<file path="src/rtl/aes_pkg.sv">
`default_nettype none
package aes_pkg;

  localparam int unsigned BlockBytes = 16;
  localparam int unsigned AesRounds  = 10;
  localparam int unsigned QueueDepth = 4;
  localparam int unsigned CfgAddrW   = 4;

  localparam logic [CfgAddrW-1:0] AddrKeyLow  = 4'h0;
  localparam logic [CfgAddrW-1:0] AddrKeyHigh = 4'h8;

  typedef logic [127:0] block_t;

  typedef struct packed {
    logic [63:0] nonce;
    logic [63:0] ctr;
    logic [63:0] data_low;
    logic [63:0] data_high;
    logic [4:0]  valid_bytes;
    logic        last;
  } job_t;

  typedef struct packed {
    logic [63:0] data_low;
    logic [63:0] data_high;
    logic [4:0]  valid_bytes;
    logic        last;
  } side_t;

  function automatic logic [7:0] sbox(input logic [7:0] a);
    logic [7:0] t [256];
    t = '{
      8'h63,8'h7c,8'h77,8'h7b,8'hf2,8'h6b,8'h6f,8'hc5,8'h30,8'h01,8'h67,8'h2b,8'hfe,8'hd7,8'hab,8'h76,
      8'hca,8'h82,8'hc9,8'h7d,8'hfa,8'h59,8'h47,8'hf0,8'had,8'hd4,8'ha2,8'haf,8'h9c,8'ha4,8'h72,8'hc0,
      8'hb7,8'hfd,8'h93,8'h26,8'h36,8'h3f,8'hf7,8'hcc,8'h34,8'ha5,8'he5,8'hf1,8'h71,8'hd8,8'h31,8'h15,
      8'h04,8'hc7,8'h23,8'hc3,8'h18,8'h96,8'h05,8'h9a,8'h07,8'h12,8'h80,8'he2,8'heb,8'h27,8'hb2,8'h75,
      8'h09,8'h83,8'h2c,8'h1a,8'h1b,8'h6e,8'h5a,8'ha0,8'h52,8'h3b,8'hd6,8'hb3,8'h29,8'he3,8'h2f,8'h84,
      8'h53,8'hd1,8'h00,8'hed,8'h20,8'hfc,8'hb1,8'h5b,8'h6a,8'hcb,8'hbe,8'h39,8'h4a,8'h4c,8'h58,8'hcf,
      8'hd0,8'hef,8'haa,8'hfb,8'h43,8'h4d,8'h33,8'h85,8'h45,8'hf9,8'h02,8'h7f,8'h50,8'h3c,8'h9f,8'ha8,
      8'h51,8'ha3,8'h40,8'h8f,8'h92,8'h9d,8'h38,8'hf5,8'hbc,8'hb6,8'hda,8'h21,8'h10,8'hff,8'hf3,8'hd2,
      8'hcd,8'h0c,8'h13,8'hec,8'h5f,8'h97,8'h44,8'h17,8'hc4,8'ha7,8'h7e,8'h3d,8'h64,8'h5d,8'h19,8'h73,
      8'h60,8'h81,8'h4f,8'hdc,8'h22,8'h2a,8'h90,8'h88,8'h46,8'hee,8'hb8,8'h14,8'hde,8'h5e,8'h0b,8'hdb,
      8'he0,8'h32,8'h3a,8'h0a,8'h49,8'h06,8'h24,8'h5c,8'hc2,8'hd3,8'hac,8'h62,8'h91,8'h95,8'he4,8'h79,
      8'he7,8'hc8,8'h37,8'h6d,8'h8d,8'hd5,8'h4e,8'ha9,8'h6c,8'h56,8'hf4,8'hea,8'h65,8'h7a,8'hae,8'h08,
      8'hba,8'h78,8'h25,8'h2e,8'h1c,8'ha6,8'hb4,8'hc6,8'he8,8'hdd,8'h74,8'h1f,8'h4b,8'hbd,8'h8b,8'h8a,
      8'h70,8'h3e,8'hb5,8'h66,8'h48,8'h03,8'hf6,8'h0e,8'h61,8'h35,8'h57,8'hb9,8'h86,8'hc1,8'h1d,8'h9e,
      8'he1,8'hf8,8'h98,8'h11,8'h69,8'hd9,8'h8e,8'h94,8'h9b,8'h1e,8'h87,8'he9,8'hce,8'h55,8'h28,8'hdf,
      8'h8c,8'ha1,8'h89,8'h0d,8'hbf,8'he6,8'h42,8'h68,8'h41,8'h99,8'h2d,8'h0f,8'hb0,8'h54,8'hbb,8'h16
    };
    return t[a];
  endfunction

  function automatic logic [7:0] rcon(input logic [3:0] r);
    logic [7:0] t [10];
    t = '{8'h01,8'h02,8'h04,8'h08,8'h10,8'h20,8'h40,8'h80,8'h1b,8'h36};
    return t[r];
  endfunction

  function automatic logic [7:0] xtime(input logic [7:0] b);
    return {b[6:0], 1'b0} ^ (b[7] ? 8'h1b : 8'h00);
  endfunction

  // Byte i of a block sits in bits 8i+7..8i.
  function automatic block_t next_round_key(input block_t k, input logic [3:0] r);
    block_t n;
    logic [31:0] t;
    t = {sbox(k[103:96]), sbox(k[127:120]), sbox(k[119:112]),
         sbox(k[111:104]) ^ rcon(r)};
    n[31:0]   = k[31:0] ^ t;
    n[63:32]  = k[63:32] ^ n[31:0];
    n[95:64]  = k[95:64] ^ n[63:32];
    n[127:96] = k[127:96] ^ n[95:64];
    return n;
  endfunction

  function automatic block_t aes_round(input block_t s, input block_t rk, input logic last);
    block_t t;
    block_t m;
    logic [7:0] a0, a1, a2, a3, al;
    for (int c = 0; c < 4; c++) begin
      for (int i = 0; i < 4; i++) begin
        t[8*(4*c+i) +: 8] = sbox(s[8*(4*((c+i)%4)+i) +: 8]);
      end
    end
    m = t;
    for (int c = 0; c < 4; c++) begin
      a0 = t[8*(4*c) +: 8];
      a1 = t[8*(4*c+1) +: 8];
      a2 = t[8*(4*c+2) +: 8];
      a3 = t[8*(4*c+3) +: 8];
      al = a0 ^ a1 ^ a2 ^ a3;
      m[8*(4*c) +: 8]   = a0 ^ al ^ xtime(a0 ^ a1);
      m[8*(4*c+1) +: 8] = a1 ^ al ^ xtime(a1 ^ a2);
      m[8*(4*c+2) +: 8] = a2 ^ al ^ xtime(a2 ^ a3);
      m[8*(4*c+3) +: 8] = a3 ^ al ^ xtime(a3 ^ a0);
    end
    return (last ? t : m) ^ rk;
  endfunction

endpackage
`default_nettype wire

</file>
<file path="src/rtl/aes_ifc.sv">
`default_nettype none
interface aes_in_if;
  logic        valid;
  logic        ready;
  logic        first_block;
  logic [63:0] nonce_value;
  logic [63:0] data_low_half;
  logic [63:0] data_high_half;
  logic [4:0]  valid_bytes;
  logic        last_block;
  modport source (output valid, first_block, nonce_value, data_low_half, data_high_half,
                  valid_bytes, last_block, input ready);
  modport sink (input valid, first_block, nonce_value, data_low_half, data_high_half,
                valid_bytes, last_block, output ready);
endinterface

`default_nettype wire

</file>
<file path="src/rtl/aes_front.sv">
`default_nettype none
module aes_front #(
  parameter int unsigned Depth = aes_pkg::QueueDepth
) (
  input  wire logic      clk_i,
  input  wire logic      rst_ni,
  aes_in_if.sink         in_if,
  output aes_pkg::job_t  job_o,
  output logic           job_valid_o,
  input  wire logic      job_ready_i
);
  import aes_pkg::*;

  localparam int unsigned AW = (Depth > 1) ? $clog2(Depth) : 1;

  logic [63:0] nonce_q, nonce_d, ctr_q, ctr_d;
  job_t        mem_q [Depth];
  logic [AW-1:0] wr_q, rd_q;
  logic [AW:0]   cnt_q;
  logic          push, pop;
  job_t          job;

  assign in_if.ready = (cnt_q != (AW+1)'(Depth));
  assign push        = in_if.valid && in_if.ready;
  assign job_valid_o = (cnt_q != '0);
  assign pop         = job_valid_o && job_ready_i;
  assign job_o       = mem_q[rd_q];

  always_comb begin
    job.nonce       = in_if.first_block ? in_if.nonce_value : nonce_q;
    job.ctr         = in_if.first_block ? 64'd0 : ctr_q;
    job.data_low    = in_if.data_low_half;
    job.data_high   = in_if.data_high_half;
    job.valid_bytes = in_if.valid_bytes;
    job.last        = in_if.last_block;
    nonce_d = push ? job.nonce : nonce_q;
    ctr_d   = push ? job.ctr + 64'd1 : ctr_q;
  end

  always_ff @(posedge clk_i) begin
    if (push) begin
      mem_q[wr_q] <= job;
    end
  end

  always_ff @(posedge clk_i or negedge rst_ni) begin
    if (!rst_ni) begin
      nonce_q <= '0;
      ctr_q   <= '0;
      wr_q    <= '0;
      rd_q    <= '0;
      cnt_q   <= '0;
    end else begin
      nonce_q <= nonce_d;
      ctr_q   <= ctr_d;
      if (push) begin
        wr_q <= (wr_q == AW'(Depth-1)) ? '0 : wr_q + AW'(1);
      end
      if (pop) begin
        rd_q <= (rd_q == AW'(Depth-1)) ? '0 : rd_q + AW'(1);
      end
      cnt_q <= cnt_q + (AW+1)'(push) - (AW+1)'(pop);
    end
  end
endmodule
`default_nettype wire

</file>
<file path="src/flat_wrapper.sv">
// flat-port wrapper written by rule: the top's interface ports become plain ports
module aes_front_flat import aes_pkg::*;
#(
  parameter int unsigned Depth = aes_pkg::QueueDepth
)
  (clk_i, rst_ni, job_o, job_valid_o, job_ready_i, in_if_valid, in_if_first_block, in_if_nonce_value, in_if_data_low_half, in_if_data_high_half, in_if_valid_bytes, in_if_last_block, in_if_ready);
  aes_in_if in_if_i ();
  input  wire logic clk_i;
  input  wire logic rst_ni;
  output aes_pkg::job_t job_o;
  output logic job_valid_o;
  input  wire logic job_ready_i;
  input wire logic [$bits(in_if_i.valid)-1:0] in_if_valid;
  input wire logic [$bits(in_if_i.first_block)-1:0] in_if_first_block;
  input wire logic [$bits(in_if_i.nonce_value)-1:0] in_if_nonce_value;
  input wire logic [$bits(in_if_i.data_low_half)-1:0] in_if_data_low_half;
  input wire logic [$bits(in_if_i.data_high_half)-1:0] in_if_data_high_half;
  input wire logic [$bits(in_if_i.valid_bytes)-1:0] in_if_valid_bytes;
  input wire logic [$bits(in_if_i.last_block)-1:0] in_if_last_block;
  output wire logic [$bits(in_if_i.ready)-1:0] in_if_ready;
  assign in_if_i.valid = in_if_valid;
  assign in_if_i.first_block = in_if_first_block;
  assign in_if_i.nonce_value = in_if_nonce_value;
  assign in_if_i.data_low_half = in_if_data_low_half;
  assign in_if_i.data_high_half = in_if_data_high_half;
  assign in_if_i.valid_bytes = in_if_valid_bytes;
  assign in_if_i.last_block = in_if_last_block;
  assign in_if_ready = in_if_i.ready;
  aes_front #(.Depth(Depth)) u_core (.clk_i(clk_i), .rst_ni(rst_ni), .in_if(in_if_i), .job_o(job_o), .job_valid_o(job_valid_o), .job_ready_i(job_ready_i));
endmodule
</file>
<file path="config.mk">
export PLATFORM = sky130hd
export DESIGN_NAME = aes_front_flat
export DESIGN_NICKNAME = d
export VERILOG_FILES = /design/src/rtl/aes_pkg.sv /design/src/rtl/aes_ifc.sv /design/src/rtl/aes_front.sv /design/src/flat_wrapper.sv
export SDC_FILE = /design/constraint.sdc
export NUM_CORES = 1
export LEC_CHECK = 0
export BUFFER_PORTS_ARGS = -buffer_cell sky130_fd_sc_hd__buf_2
export CAP_MARGIN = 20
export CORE_ASPECT_RATIO = 1.75
export CORE_MARGIN = 1
export CORE_UTILIZATION = 60
export CTS_CLUSTER_DIAMETER = 60
export DETAILED_ROUTE_END_ITERATION = 12
export GPL_TIMING_DRIVEN = 0
export MAX_ROUTING_LAYER = met4
export PLACE_DENSITY = 0.81
export SYNTH_ARGS = -nofsm -noshare
export SYNTH_HDL_FRONTEND = slang
export SYNTH_SLANG_ARGS = --single-unit
</file>
<file path="constraint.sdc">
create_clock -name clk_i -period 10.9 [get_ports clk_i]
set_input_delay 1.635 -clock clk_i [delete_from_list [all_inputs] [get_ports clk_i]]
set_output_delay 1.635 -clock clk_i [all_outputs]
set_load 0.005 [all_outputs]
</file>
After elaboration in Yosys (flattened, before gate mapping). Memory sizes are Yosys's and may differ from the RTL's. Index checks and enable logic that the tools add are counted.

Memories: 1. Bits in read-only memories: 0. Input bits: 203. RAM bits: 1048. Flip-flop bits (word level): 135. Bits in latches: 0.

Reductions and logical operators: 3. Muxes and demuxes: 6. Bitwise logic cells: 0. Divide/modulo/power cells: 0. Multipliers: 0. Equality and inequality tests: 3. Magnitude comparators: 0. Shift operators: 0. $add $sub $neg: 5.

Memory list: u_core.mem_q (words 4, bits a word 262, read ports 1, clocked after Yosys merged registers in 0, write ports 1, line aes_front.sv:17) `job_t mem_q [Depth];`.

Operators with widths (count): $mux W64 (2); $add A64 B1 Y64 const B (1); $add A2 B1 Y2 const B (2); $eq A2 B2 Y1 const B (2); $mux W2 (2); $add A3 B1 Y3 (1); $ne A3 B3 Y1 const B (1); $reduce_bool A3 Y1 (1); $sub A3 B1 Y3 (1); $logic_and A1 B1 Y1 (2); $mux W1 (2).

Depth between registers and ports, before layout. Gate-level depths: netlist of run 1.

Depth after elaboration: 4. Depth in mapped cells: 12.

Worst setup path after synthesis of run 1. Ideal clock, no wire load.

Path type: input port to flip-flop. From: input in_if_valid. To: memory u_core.mem_q[2][0] in the netlist's numbering, enable pin. Data arrival time: 7.651 ns. Cell stages on the path: 1. Slack: 2.591 ns. Setup time: 0.658 ns. Path buffers: 0. Cells stage by stage: and3_1.

Longest elaborated chain between the ends: 3.

Ends and longest elaborated chain: start: declaration (line flat_wrapper.sv:13) `input wire logic [$bits(in_if_i.valid)-1:0] in_if_valid;`; $logic_and A1 B1 Y1 (line aes_front.sv:24) `assign push = in_if.valid && in_if.ready;`; $mux W1 (line aes_front.sv:41) `if (push) begin`; $mux W1 (not written as such) (line aes_front.sv:42) `mem_q[wr_q] <= job;`; end: declaration (line aes_front.sv:17).

No other way between the ends.

==> impl_metrics.yaml, run 1 <==
run_status:
  status: "finished clean"
worst_hold_path:
  hp-start: "u_core.nonce_q[5]"
  min_to: "u_core.nonce_q[5]"
  worstHoldPathType: "reg -> reg"
  hold_path_depth: 1
floorplanning:
  start_util_pct: 60.6
  rows: 133
  dieHeight_um: 366
  fp.dieW_um: 210
  core_area_um2: 74900
  die-area_um2: 76700
  ios: 467
sta:
  fin_worst_skew_ns: 0.0275
  finalHoldViolCount: 0
  tightest_slew_ns: 1.02
  max_freq_mhz: 186
  fin_crit_sh_pct: 49.3
  slew_headroom_pct: 31.7
  setup_viol: 0
  rsz0062_at_grt: "false"
  fin_crit_ns: 5.37
  slew_violations: 0
  whs_ns: 0.503
clocking:
  clk_pin_slew_worst_paths_ns: 0.07
  clk_path_buf_depth: 3
  clkLatencyLatePin_ns: 0.70
  h-tree-depth: 3
  hold_buffers: 0
  cts_num_sinks: 1183
  numCtsBuffers: 100
  cts_tree: "yes"
  post-cts-setup-buffers: 0
  cts_resized: 0
  cts-root-buf: "clkbuf_16"
placement:
  hpwl_mm: 67.5
  port_buffers: 466
  place_inst: 3557
  gp_congestion: 0.906
setup_path:
  path_depth: 5
  crit-reg2reg-capture: "u_core.cnt_q[2]"
  crit_top_cell: "clkbuf_1"
  crit_arrival_ns: 3.73
  endpoint_kind: "output pin"
  crit_family: "buffers and inverters"
  rr_startpoint: "u_core.cnt_q[1]"
  r2r_slack_ns: 7.30
  crit_required_ns: 9.27
  cp_max_fo: 10
  cp_slowest_cell: "buf_1"
  path_class: "reg -> out"
  worstPathCellList: "clkbuf_1 > clkbuf_1 > buf_1 > mux4_2 > buf_2"
  critPathBufInv: 4
  start_kind: "flop"
  reg2regPathDepth: 10
  max_stage_delay_ns: 0.74
drt:
  drt-initial-drc-count: 2030
  wire_per_inst_um: 27.2
  num_vias: 23200
  vias_per_cell: 6.14
  drc: 0
  ant_nets: 0
  drt-total-wl_mm: 103
  drt_pass1_iterations: 6
global_routing:
  grt_overflow: 0
  grt_start_max_net_pins: 73
  grt_antenna_before_repair: 23
  grt_pass1_vias: 24500
  grtUsageTotal_pct: 27.9
  grt_pass1_wl_mm: 151
pwr:
  power.density_nw_per_um2: 262
  p_int_uw: 9810
  power_uw: 13800
  p_sw_share_pct: 29.0
  combPwrFrac_pct: 28.7
  seqPwrFrac_pct: 45.7
  p_switching_uw: 4000
  p_leak_uw: 0.0181
  vdd_drop_max_v: 0.000194
  clkPwrFrac_pct: 25.5
finish:
  area_growth_pct: 16.4
  nets: 2928
  fin_cells: 3771
  fillers: 4504
  multiInputGateArea_um2: 10100
  drive_gt1_share_pct: 37.9
  seqCellArea_um2: 34800
yosys:
  yosys_register_bits: 1183
  synth.net_count: 2335
  ys_warn_count: 0
  synth_ff_type: "edfxtp_1"
  syn_inst: 2123
  ys_async_sr_fraction_pct: 11.4
  synth-edff-count: 1048
  ys_seq_area_share_pct: 76.8
  ys_types: 42
  avgSynthCellArea_um2: 21.4
  netlist_area_um2: 45300
job:
  maxCapViolations: 0
per-stage QoR:
stage          utilization (%)  instance area, µm²  setup slack, ns  setup TNS (ns)
2_1_floorplan                -               45300             2.59               0
3_3_place_gp              65.2               48900            -2.07        -2108.34
3_5_place_dp              66.0               49500             5.04               0
4_1_cts                   70.4               52700             5.28               0
5_1_grt                   70.5               52800             5.27               0
6_report                  70.5               52800             5.53               0
state kept, by name, summed over array words and instances (netlist names):
register	flops
u_core.cnt_q	3
u_core.ctr_q	64
u_core.mem_q	1048
u_core.nonce_q	64
u_core.rd_q	2
u_core.wr_q	2
layout by cell type, fill, tap and decap left out, types with 5 or more instances in the layout:
| master | Yosys | layout |
|---|---|---|
| nand2_1 | 90 | 90 |
| clkinv_1 | 0 | 16 |
| mux4_2 | 262 | 262 |
| and4_1 | 10 | 10 |
| buf_1 | 45 | 45 |
| nand3_1 | 23 | 23 |
| buf_2 | 6 | 472 |
| clkinvlp_4 | 0 | 5 |
| nor2b_1 | 54 | 54 |
| o21ai_0 | 11 | 11 |
| clkinv_2 | 0 | 24 |
| nand3b_1 | 5 | 5 |
| xor2_1 | 19 | 19 |
| bufinv_16 | 0 | 7 |
| nor4_1 | 14 | 13 |
| buf_16 | 0 | 17 |
| diode_2 | 0 | 23 |
| ha_1 | 8 | 8 |
| dfrtp_1 | 135 | 135 |
| nor2_1 | 27 | 27 |
| clkbuf_8 | 0 | 7 |
| and3_1 | 15 | 11 |
| inv_1 | 20 | 20 |
| a21oi_1 | 6 | 6 |
| clkbuf_16 | 0 | 100 |
| mux2_2 | 130 | 130 |
| and2_1 | 7 | 7 |
| clkbuf_1 | 44 | 62 |
| mux2i_1 | 6 | 6 |
| nor3_1 | 24 | 24 |
| nand2b_1 | 5 | 5 |
| xnor2_1 | 35 | 35 |
| nor4_2 | 5 | 6 |
| edfxtp_1 | 1048 | 1048 |
| nand4_1 | 38 | 38 |
synthesized netlist by cell type, types with 2 or more instances:
cell,number,share of area [%]
ha_1,8,0.22
nor2_1,27,0.22
nor2b_1,54,0.74
nand3_1,23,0.25
buf_1,45,0.37
or3_1,4,0.055
mux4_2,262,13
mux2i_1,6,0.13
nor4b_1,2,0.039
and3b_1,4,0.077
mux2_2,130,3.2
edfxtp_1,1048,69
and2_1,7,0.097
buf_2,6,0.066
nor4_1,14,0.19
nand4b_1,3,0.058
nand4_1,38,0.52
xnor2_1,35,0.68
xor2_1,19,0.37
inv_2,2,0.017
o21ai_0,11,0.12
nand2_1,90,0.74
dfrtp_1,135,7.4
nand2b_1,5,0.069
clkbuf_1,44,0.36
and3_1,15,0.21
nor4_2,5,0.14
and4b_1,3,0.066
o22ai_1,4,0.055
a21oi_1,6,0.066
nor3b_1,2,0.033
nand3b_1,5,0.083
inv_1,20,0.17
nor3_1,24,0.26
and4_1,10,0.19
metal layers:
layer / vias to the layer above / global-route usage [%] / wire length, µm
met3: 197 / 6.77 / 8530
met5: - / - / 0
li1: 9870 / - / -
met2: 1044 / 47.1 / 54200
met4: 0 / 11.6 / 3390
met1: 12000 / 32.0 / 36500
worst max path at each step:
| stage | slack, ns | end | start |
|---|---|---|---|
| after floorplan | 2.59 | u_core.mem_q[2][0] | in_if_valid |
| after global placement | -2.07 | u_core.mem_q[0][217] | in_if_valid |
| after detailed placement | 5.04 | u_core.ctr_q[62] | in_if_first_block |
| after CTS | 5.28 | job_o[192] | u_core.rd_q[1] |
| after global routing | 5.27 | job_o[192] | u_core.rd_q[1] |
| final | 5.53 | job_o[192] | u_core.rd_q[1] |
cell type report:
cell class	count	area share, %
Antenna cell	23	0.109
Sequential cell	1183	66.0
Timing Repair Buffer	491	5.53
Clock buffer	125	5.05
Inverter	22	0.156
Multi-Input combinational cell	822	19.1
Buffer	96	0.711
Tap cell	945	2.24
Clock inverter	64	1.09
power by group through the flow:
stage	sequential (µW)	combinational, µW	clock [µW]
after global routing	6380	4260	3740
after global placement	6750	3780	0
after detailed placement	6400	4010	0
after CTS	6320	4040	3580
after floorplan	6530	2290	0
final	6320	3970	3530
cell families (layout without fill, tap and decap cells):
logic type	count (synthesis)	in the layout	share of synthesized area, %
adder cells (fa/ha/maj)	9	9	0.265
buffers and inverters	118	798	1.01
AO/OA/AOI/OAI	22	22	0.259
other	0	23	0
multiplexers	398	398	16.4
AND/OR/NAND/NOR	339	339	4.20
flip-flops	1183	1183	76.8
XOR/XNOR	54	54	1.04
(Power assumes the default switching activity.)
==> run 2: changes to the inputs <==
- CORE_UTILIZATION: 60 -> 59
- PLACE_DENSITY: 0.81 -> 0.8
- clock period: 10.9 -> 5.2 ns (I/O delays scaled with it)
==> impl_metrics.yaml, run 2 (synthesis gave the netlist of run 1 again) <==
sta:
  fin_worst_skew_ns: 0.0320
  tightest_slew_ns: 1.14
  rsz0062_at_grt: "false"
  fin_crit_sh_pct: 92.4
  setup_ws_ns: 0.398
  max_freq_mhz: 208
  fin_crit_ns: 4.80
  finalHoldViolCount: 0
  slew_violations: 0
  slew_headroom_pct: 24.2
  setup_viol: 0
finish:
  drive_gt1_share_pct: 37.4
  mostFrequentLayoutCells: "1,048 x edfxtp_1, 472 x buf_2, 262 x mux4_2"
  nets: 2924
  area_growth_pct: 16.5
  largest_reg_flops: 1048
  fillers: 4749
  reg.largest.list: "u_core.mem_q: 1048 flops, u_core.ctr_q: 64 flops, u_core.nonce_q: 64 flops"
  regMostFlops: "u_core.mem_q"
  layout_commonest_cell: "edfxtp_1"
setup_path:
  crit_required_ns: 4.42
  crit_family: "buffers and inverters"
  path_class: "reg -> out"
  endpoint_kind: "output pin"
  cp_slowest_cell: "buf_1"
  worstPathCellList: "clkbuf_1 > clkbuf_1 > buf_1 > mux4_2 > buf_2"
  start_kind: "flop"
  max_stage_delay_ns: 0.80
  crit_arrival_ns: 4.02
  cp_max_fo: 10
  r2r_slack_ns: 1.65
  crit_top_cell: "clkbuf_1"
  critPathBufInv: 4
clocking:
  clkLatencyLatePin_ns: 0.71
  cts_num_sinks: 1183
  numCtsBuffers: 99
  h-tree-depth: 3
  clk_pin_slew_worst_paths_ns: 0.07
  cts_resized: 0
  cts-root-buf: "clkbuf_16"
  clk_path_buf_depth: 3
  post-cts-setup-buffers: 0
  cts_tree: "yes"
  hold_buffers: 0
floorplanning:
  core_area_um2: 76100
  die-area_um2: 78000
  start_util_pct: 59.6
  dieHeight_um: 369
  ios: 467
  rows: 134
  fp.dieW_um: 212
drt:
  drt-initial-drc-count: 2019
  ant_nets: 0
  num_vias: 23000
  drt-total-wl_mm: 103
  drc: 0
  vias_per_cell: 5.98
  wire_per_inst_um: 26.7
  drt_pass1_iterations: 5
global_routing:
  grt_pass1_wl_mm: 152
  grt_antenna_before_repair: 26
  grt_start_max_net_pins: 75
  grt_overflow: 0
  grtUsageTotal_pct: 27.7
  grt_pass1_vias: 24700
pwr:
  p_switching_uw: 8330
  vdd_drop_max_v: 0.000405
  combPwrFrac_pct: 28.7
  seqPwrFrac_pct: 45.7
  power.density_nw_per_um2: 549
  p_int_uw: 20700
  p_leak_uw: 0.0180
  p_sw_share_pct: 28.8
  power_uw: 29000
  clkPwrFrac_pct: 25.6
run_status:
  status: "finished clean"
worst_hold_path:
  worstHoldPathType: "in -> async"
placement:
  hpwl_mm: 66.6
  post-place-ws_ns: 0.243
  port_buffers: 466
  gp_congestion: 0.904
job:
  maxCapViolations: 0
## run 2: cell count changes in the layout (fill, tap and decap cells not counted), sizes merged
cell,previous run,this run
clkinv,44,30
inv,30,29
clkbuf,170,178
buf,542,539
diode,23,28
bufinv,7,10
## run 2: power by group through the flow
stage | registers [µW] | logic (µW) | clock network, µW
finish | 13300 | 8310 | 7430
detailed placement | 13400 | 8370 | 0
CTS | 13300 | 8460 | 7540
global route | 13400 | 8920 | 7860
global placement | 13700 | 7940 | 0
floorplan | 13400 | 4800 | 0
## run 2: worst paths after layout
path / start / end / cells past startpoint
worst max-delay path: u_core.rd_q[1] / job_o[197] / 5
worst min-delay path: rst_ni / u_core.nonce_q[50] / 1
worst max register to register: u_core.cnt_q[1] / u_core.cnt_q[2] / 10
worst min register to register: u_core.cnt_q[2] / u_core.cnt_q[2] / 1
max in group asynchronous: rst_ni / u_core.nonce_q[63] / 2
min in group clk_i: in_if_data_high_half[3] / u_core.mem_q[0][9] / 1
## run 2: metrics by stage
stage,hold slack [ns],util (%),std cells,area (µm²),setup TNS (ns)
after global routing,0.123,69.4,3840,52800,0
after detailed placement,0.485,65.1,3630,49500,0
after global placement,0.470,64.3,3609,49000,-1756.06
after floorplan,0.453,-,2123,45400,0
final,0.0801,69.4,3844,52800,0
after CTS,0.0650,69.3,3815,52800,0
## run 2: final cells by class
| type | count | area, µm² | area share, % |
|---|---|---|---|
| plain buffers | 96 | 375 | 0.710 |
| well taps | 1020 | 1280 | 2.42 |
| inverters | 22 | 82.6 | 0.156 |
| repair buffers | 488 | 2880 | 5.45 |
| diodes | 28 | 70.1 | 0.133 |
| flip-flops and latches | 1183 | 34800 | 65.9 |
| clock inverters | 52 | 563 | 1.07 |
| clock buffers | 133 | 2680 | 5.06 |
| multi-input cells | 822 | 10100 | 19.1 |
## run 2: worst reg2reg max path, delay by kind of cell (launching register included)
kind,cells,cell delay (ns)
and+or+nand+nor,2,0.75
xor gates and xnor gates,2,0.29
buffers and inverters,4,1.27
adders and majority gates,2,0.69
DFF,1,0.43
## run 2: per-layer routing
layer | global-route usage (%) | vias up | wire length [µm]
met4 | 12.3 | 0 | 3890
li1 | - | 9867 | -
met1 | 31.9 | 11900 | 36500
met3 | 7.20 | 217 | 8870
met2 | 45.7 | 980 | 53300
met5 | - | - | 0
